$ cat config.mk
export PLATFORM = sky130hd
export DESIGN_NAME = smsort_front_flat
export DESIGN_NICKNAME = d
export VERILOG_FILES = /design/src/sv/smsort_pkg.sv /design/src/sv/smsort_ifs.sv /design/src/sv/smsort_front.sv /design/src/flat_wrapper.sv
export SDC_FILE = /design/constraint.sdc
export NUM_CORES = 1
export LEC_CHECK = 0
export BUFFER_PORTS_ARGS = -buffer_cell sky130_fd_sc_hd__buf_4
export CAP_MARGIN = 20
export CORE_MARGIN = 3
export CORE_UTILIZATION = 61
export DETAILED_ROUTE_END_ITERATION = 7
export PLACE_DENSITY_LB_ADDON = 0.15
export SYNTH_ARGS = -nofsm -noshare
export SYNTH_HDL_FRONTEND = slang
export SYNTH_SLANG_ARGS = --single-unit
$ cat constraint.sdc
create_clock -name clk -period 8.8 [get_ports clk]
set_clock_uncertainty 0.2 [all_clocks]
set_input_delay 0.44 -clock clk [delete_from_list [all_inputs] [get_ports clk]]
set_output_delay 0.44 -clock clk [all_outputs]
set_load 0.01 [all_outputs]
$ cat src/sv/smsort_pkg.sv
`default_nettype none
package smsort_pkg;

  localparam int SECTOR_W    = 48;
  localparam int TAG_W       = 16;
  localparam int MAX_ENTRIES = 64;
  localparam int KEY_BITS    = 48;
  localparam int KEY_W       = (KEY_BITS < SECTOR_W) ? KEY_BITS : SECTOR_W;
  localparam int IDX_W       = $clog2(MAX_ENTRIES);
  localparam int CNT_W       = $clog2(MAX_ENTRIES + 1);
  localparam int SUM_W       = CNT_W + 3;
  localparam int ADDR_W      = IDX_W + 1;
  localparam int WORD_W      = KEY_W + TAG_W;
  localparam int QUEUE_DEPTH = 4;
  localparam int QPTR_W      = $clog2(QUEUE_DEPTH);
  localparam int QCNT_W      = $clog2(QUEUE_DEPTH + 1);

  typedef struct packed {
    logic [KEY_W-1:0] key;
    logic [TAG_W-1:0] tag;
    logic             fin;
  } entry_t;

  typedef enum logic [2:0] {
    ST_LOAD,
    ST_MERGE_RD,
    ST_MERGE_WR,
    ST_EMIT_RD,
    ST_EMIT_WR
  } back_state_t;

  function automatic logic [CNT_W-1:0] seg_bound(input logic [CNT_W-1:0] base,
                                                 input logic [SUM_W-1:0] span,
                                                 input logic [CNT_W-1:0] n);
    logic [SUM_W-1:0] sum;
    logic [SUM_W-1:0] lim;
    begin
      sum = SUM_W'(base) + span;
      lim = SUM_W'(n);
      seg_bound = (sum < lim) ? sum[CNT_W-1:0] : n;
    end
  endfunction

  function automatic logic [SECTOR_W-1:0] widen_key(input logic [KEY_W-1:0] key);
    logic [SECTOR_W-1:0] r;
    begin
      r = '0;
      r[KEY_W-1:0] = key;
      widen_key = r;
    end
  endfunction

endpackage
`default_nettype wire

$ cat src/sv/smsort_ifs.sv
`default_nettype none
interface smsort_in_if;
  logic                           valid;
  logic                           ready;
  logic [smsort_pkg::SECTOR_W-1:0] sector_key;
  logic [smsort_pkg::TAG_W-1:0]    entry_tag;
  logic                           final_entry;

  modport source (output valid, output sector_key, output entry_tag, output final_entry,
                  input ready);
  modport sink (input valid, input sector_key, input entry_tag, input final_entry,
                output ready);
endinterface

`default_nettype wire

$ cat src/sv/smsort_front.sv
`default_nettype none
module smsort_front (
  input  logic                clk,
  input  logic                rst,
  smsort_in_if.sink           entries,
  output logic                q_valid,
  input  logic                q_ready,
  output smsort_pkg::entry_t  q_entry
);

  smsort_pkg::entry_t                   fifo [smsort_pkg::QUEUE_DEPTH];
  logic [smsort_pkg::QPTR_W-1:0]        wptr;
  logic [smsort_pkg::QPTR_W-1:0]        rptr;
  logic [smsort_pkg::QCNT_W-1:0]        qcount;
  logic                                 push;
  logic                                 pop;
  smsort_pkg::entry_t                   in_entry;

  assign entries.ready = (qcount != smsort_pkg::QCNT_W'(smsort_pkg::QUEUE_DEPTH));
  assign q_valid       = (qcount != '0);
  assign q_entry       = fifo[rptr];
  assign push          = entries.valid && entries.ready;
  assign pop           = q_valid && q_ready;

  // key trimmed to the stored key width
  always_comb begin
    in_entry.key = entries.sector_key[smsort_pkg::KEY_W-1:0];
    in_entry.tag = entries.entry_tag;
    in_entry.fin = entries.final_entry;
  end

  always_ff @(posedge clk) begin
    if (push) begin
      fifo[wptr] <= in_entry;
    end
  end

  always_ff @(posedge clk) begin
    if (rst) begin
      wptr   <= '0;
      rptr   <= '0;
      qcount <= '0;
    end else begin
      if (push) begin
        wptr <= wptr + smsort_pkg::QPTR_W'(1);
      end
      if (pop) begin
        rptr <= rptr + smsort_pkg::QPTR_W'(1);
      end
      priority if (push && !pop) begin
        qcount <= qcount + smsort_pkg::QCNT_W'(1);
      end else if (pop && !push) begin
        qcount <= qcount - smsort_pkg::QCNT_W'(1);
      end else begin
        qcount <= qcount;
      end
    end
  end

endmodule
`default_nettype wire

$ cat src/flat_wrapper.sv
// flat-port wrapper written by rule: the top's interface ports become plain ports
module smsort_front_flat 
  (clk, rst, q_valid, q_ready, q_entry, entries_valid, entries_sector_key, entries_entry_tag, entries_final_entry, entries_ready);
  smsort_in_if entries_i ();
  input  logic clk;
  input  logic rst;
  output logic q_valid;
  input  logic q_ready;
  output smsort_pkg::entry_t q_entry;
  input wire logic [$bits(entries_i.valid)-1:0] entries_valid;
  input wire logic [$bits(entries_i.sector_key)-1:0] entries_sector_key;
  input wire logic [$bits(entries_i.entry_tag)-1:0] entries_entry_tag;
  input wire logic [$bits(entries_i.final_entry)-1:0] entries_final_entry;
  output wire logic [$bits(entries_i.ready)-1:0] entries_ready;
  assign entries_i.valid = entries_valid;
  assign entries_i.sector_key = entries_sector_key;
  assign entries_i.entry_tag = entries_entry_tag;
  assign entries_i.final_entry = entries_final_entry;
  assign entries_ready = entries_i.ready;
  smsort_front u_core (.clk(clk), .rst(rst), .entries(entries_i), .q_valid(q_valid), .q_ready(q_ready), .q_entry(q_entry));
endmodule
Yosys cells after proc, flatten, opt, wreduce, memory -nomap -nowiden
Memories as Yosys holds them, arrays and structs flattened. A register that Yosys moved wholly into a read port is not among the register bits.
Cells that the tools add are included.
{"block": "totals", "ff_bits": 7, "ram_bits": 260, "output_inout_bits": 67, "word_cells": 23, "memories": 1}
{"block": "op_classes", "n_addsub": 4, "n_eq_ne": 1, "mux": 6, "n_reduce_logical": 8}
{"name": "u_core.fifo", "depth": 4, "width": 65, "rd": 1, "rd_clocked_by_memory_dff": 1, "write_ports": 1, "line": "smsort_front.sv:11", "rtl": "smsort_pkg::entry_t fifo [smsort_pkg::QUEUE_DEPTH];"}
{"operator": "2-to-1 mux 3 bit", "n": 2}
{"operator": "adder 2 x 1 -> 2 bit, second input constant", "n": 2}
{"operator": "logical AND 1 bit", "n": 4}
{"operator": "2-to-1 mux 2 bit", "n": 2}
{"operator": "adder 3 x 1 -> 3 bit, second input constant", "n": 1}
{"operator": "inequality test 3 bit, second input constant", "n": 1}
{"operator": "nonzero test 3 bit", "n": 1}
{"operator": "subtractor 3 x 1 -> 3 bit, second input constant", "n": 1}
{"operator": "logical NOT 1 bit", "n": 2}
{"operator": "2-to-1 mux 1 bit", "n": 2}
{"operator": "nonzero test 2 bit", "n": 1}

Longest topological paths before layout
{"block": "logic_depth", "word_depth": 6, "depth_mapped": 8, "ltp_nobuf": 8}

Worst setup path before layout
OpenSTA, ideal clock, no wires.
{"block": "synth_timing", "path_kind": "register to register", "start": "register u_core.qcount[0] (netlist name)", "end": "memory u_core.fifo[0][0] (netlist name), enable pin", "setup_ns": 0.430, "arrival_ns": 2.333, "required_time_ns": 8.170, "path_slack_ns": 5.838, "stages_incl_launch_ff": 4, "synth_period_minus_slack_ns": 2.962, "path_cell_list": "dfxtp_1 > nor2_1 > a21boi_2 > and2_1"}
{"block": "synth_between", "elab_chain_len": 4}
{"element": "start: declaration", "line": "smsort_front.sv:14", "rtl": "logic [smsort_pkg::QCNT_W-1:0] qcount;"}
{"element": "start signal: assignment", "line": "smsort_front.sv:51", "rtl": "qcount <= qcount + smsort_pkg::QCNT_W'(1);"}
{"element": "start signal: assignment", "line": "smsort_front.sv:53", "rtl": "qcount <= qcount - smsort_pkg::QCNT_W'(1);"}
{"element": "start signal: assignment", "line": "smsort_front.sv:55", "rtl": "qcount <= qcount;"}
{"element": "inequality test 3 bit", "line": "smsort_front.sv:19", "rtl": "assign entries.ready = (qcount != smsort_pkg::QCNT_W'(smsort_pkg::QUEUE_DEPTH));"}
{"element": "logical AND 1 bit", "line": "smsort_front.sv:22", "rtl": "assign push = entries.valid && entries.ready;"}
{"element": "named net u_core.push", "line": "smsort_front.sv:15", "rtl": "logic push;"}
{"element": "2-to-1 mux 1 bit", "line": "smsort_front.sv:33", "rtl": "if (push) begin"}
{"element": "2-to-1 mux 1 bit (implied by the code)", "line": "smsort_front.sv:34", "rtl": "fifo[wptr] <= in_entry;"}
{"element": "end: declaration", "line": "smsort_front.sv:11"}
The timed path passes the listed nets, and every way through them passes these cells.

==> results.ini <==
[die]
io_pins = 136
fp.dieW_microns = 133
dieArea_sq_um = 17800
core_area_sq_um = 15500
rows = 45
initial_core_util_pct = 63.6
fp.dieH_microns = 133

[final_layout]
fill_cells = 803
drive_above_1_share_pct = 39.2
fin_cells = 834
fin_nets = 677
postLayoutCoreUtil_pct = 80.3
multiInputGateArea_sq_um = 1740
regArea_sq_um = 8000
syn_to_final_growth_pct = 26.2

[placed_design]
dp_hpwl_microns = 9340
gp_congestion = 0.715
io_buffers = 135
placed_cells = 719

[sta]
whs_ns = 0.183
finalMaxSlewViolations = 0
rsz0062_at_grt = false
fin_crit_sh_pct = 38.6
period_needed_ns = 3.40
slew_headroom_pct = 33.8
setup_viol_count_final = 0
tightest_slew_ns = 0.994
hold_viol_final = 0
fin_tns_setup_ns = 0
clock.fmax_mhz = 294

[drt]
final_antenna_net_count = 0
dr.pass1.iters = 7
routed_via_density = 5.56
drcViolationCount = 0
post_drt_wl_per_cell_microns = 20.9
first_iter_violations = 383
num_vias = 4637
totalWireLength_microns = 17400

[critical_path]
slowest_delay_ns = 0.83
critPathLaunchType = flop
crit_required_ns = 8.16
cp_cell_sequence = buf_4, mux4_2, buf_4
crit_type = reg -> out
path_max_fanout = 37
worst_path_max_delay_cell = dfxtp_4
endpoint_kind = primary output
cp.arrival_ns = 2.76
cpMostUsedCell = buf_4

[global_route]
grt_pass1_wl_microns = 28100
grt_pass1_vias = 5153
grt_usage_pct = 20.4
overflow = 0
antenna_found_initial = 1
grt_max_degree = 66

[yosys]
synth_area_sq_um = 9890
syn_nets = 462
synth_edf_count = 260
netlist.area_leader.share_pct = 78.9
synth.most_common_cell = edfxtp_1
syn-instance-count = 387
synth_commonest_cells = 260 x edfxtp_1, 65 x mux4_2, 9 x dfxtp_1
ys_types = 24
yosys.area.top_type = edfxtp_1
synthTopCellsByArea = edfxtp_1 79%, mux4_2 15%, dfxtp_1 1.8%, buf_12 1.0%, ha_1 0.63%
ys.flop_type = edfxtp_1
synth_seq_cells = 269
async_reset_ff_share_pct = 0
synth.avg_cell_area_sq_um = 25.6
synth_seq_area_share_pct = 80.8
yosysWarnings = 0

[power]
power_density_nw_per_um2 = 278
p_total_mw = 3.47
leakage_nw = 4.25
vdd_ir_drop_max_v = 0.000287

[clock_tree]
cts_tree = done
clockBufferDepth = 3
worstSkewPairLatency_ns = 0.50
numCtsBuffers = 26
ctsResizeCount = 0
htree_levels = 1
cts-root-buf = clkbuf_16
path_clk_slew_ns = 0.06
numClockSinks = 269

[status]
outcome = finished, final reports clean

[hold_path]
hold_path_class = in -> reg

[flow_run]
cap_violations = 0

area by class of cell:
class | count | share of cell area [%]
tap | 211 | 2.12
timing repair buffer | 202 | 13.5
inverter | 3 | 0.0903
antenna | 1 | 0.0201
multi-input combinational | 100 | 14.0
clock inverter | 14 | 0.612
sequential | 269 | 64.1
clock buffer | 34 | 5.63
cell usage in the layout, fill, tap and decap left out, types with 2 or more instances in the layout:
master	instances
and2_4	4
buf_4	136
clkbuf_1	7
clkbuf_16	27
clkinv_1	6
clkinv_2	6
dfxtp_1	7
dfxtp_4	2
dlygate4sd3_1	66
edfxtp_1	260
ha_1	5
inv_1	3
mux2i_1	2
mux4_2	65
nand2b_1	2
nor2_1	8
or3_1	2
xor2_1	4
worst max-delay path: cells and delay by family, from the launching register on:
kind | cells | cell delay (ns)
buffers and inverters | 2 | 0.78
DFF | 1 | 0.83
muxes | 1 | 0.60
timing repair:
| action | CTS | global route |
|---|---|---|
| hold endpoints to repair | 267 | 0 |
| hold buffers | 66 | 0 |
| buffers inserted | 0 | 0 |
layer usage:
layer  wire length, microns  GRT usage (%)
met2                   9130           34.1
met3                    925           3.93
met1                   7180           28.7
met5                      0              0
met4                    192           5.03
per-stage QoR:
step | instance area, sq um | setup WS (ns)
2_1_floorplan | 9890 | 5.84
3_3_place_gp | 11000 | 5.82
3_5_place_dp | 11000 | 5.82
4_1_cts | 12500 | 5.27
5_1_grt | 12500 | 5.12
6_report | 12500 | 5.40
path summary, 6_finish.rpt:
| kind | to | from | slack [ns] | cells after the start |
|---|---|---|---|---|
| worst max-delay path | q_entry[44] | flop | 5.40 | 3 |
| worst min-delay path | u_core.rptr[0] | q_ready | 0.18 | 4 |
| worst max register to register | u_core.qcount[2] | u_core.qcount[0] | 6.07 | 8 |
| worst min register to register | u_core.rptr[0] | u_core.rptr[0] | 0.34 | 2 |
sequential cells by signal, indices dropped and copies added (netlist names), named ones only:
name / count
u_core.fifo: 260
u_core.wptr: 2
u_core.qcount: 3
u_core.rptr: 2
logic make-up after synthesis:
family / synth area share (%)
xor+xnor: 0.354
fa+ha+maj: 0.835
compound gates: 0.379
mux: 15.1
simple gates: 0.848
flops: 80.8
buf+inv: 1.70
report_power, final:
group	internal (mW)	switching, mW	leakage, nW	total [mW]
combinational	0.461	0.350	1.41	0.811
sequential	1.56	0.103	2.46	1.66
clock	0.563	0.430	0.381	0.993
total	2.58	0.883	4.25	3.47
(Power assumes the default switching activity.)
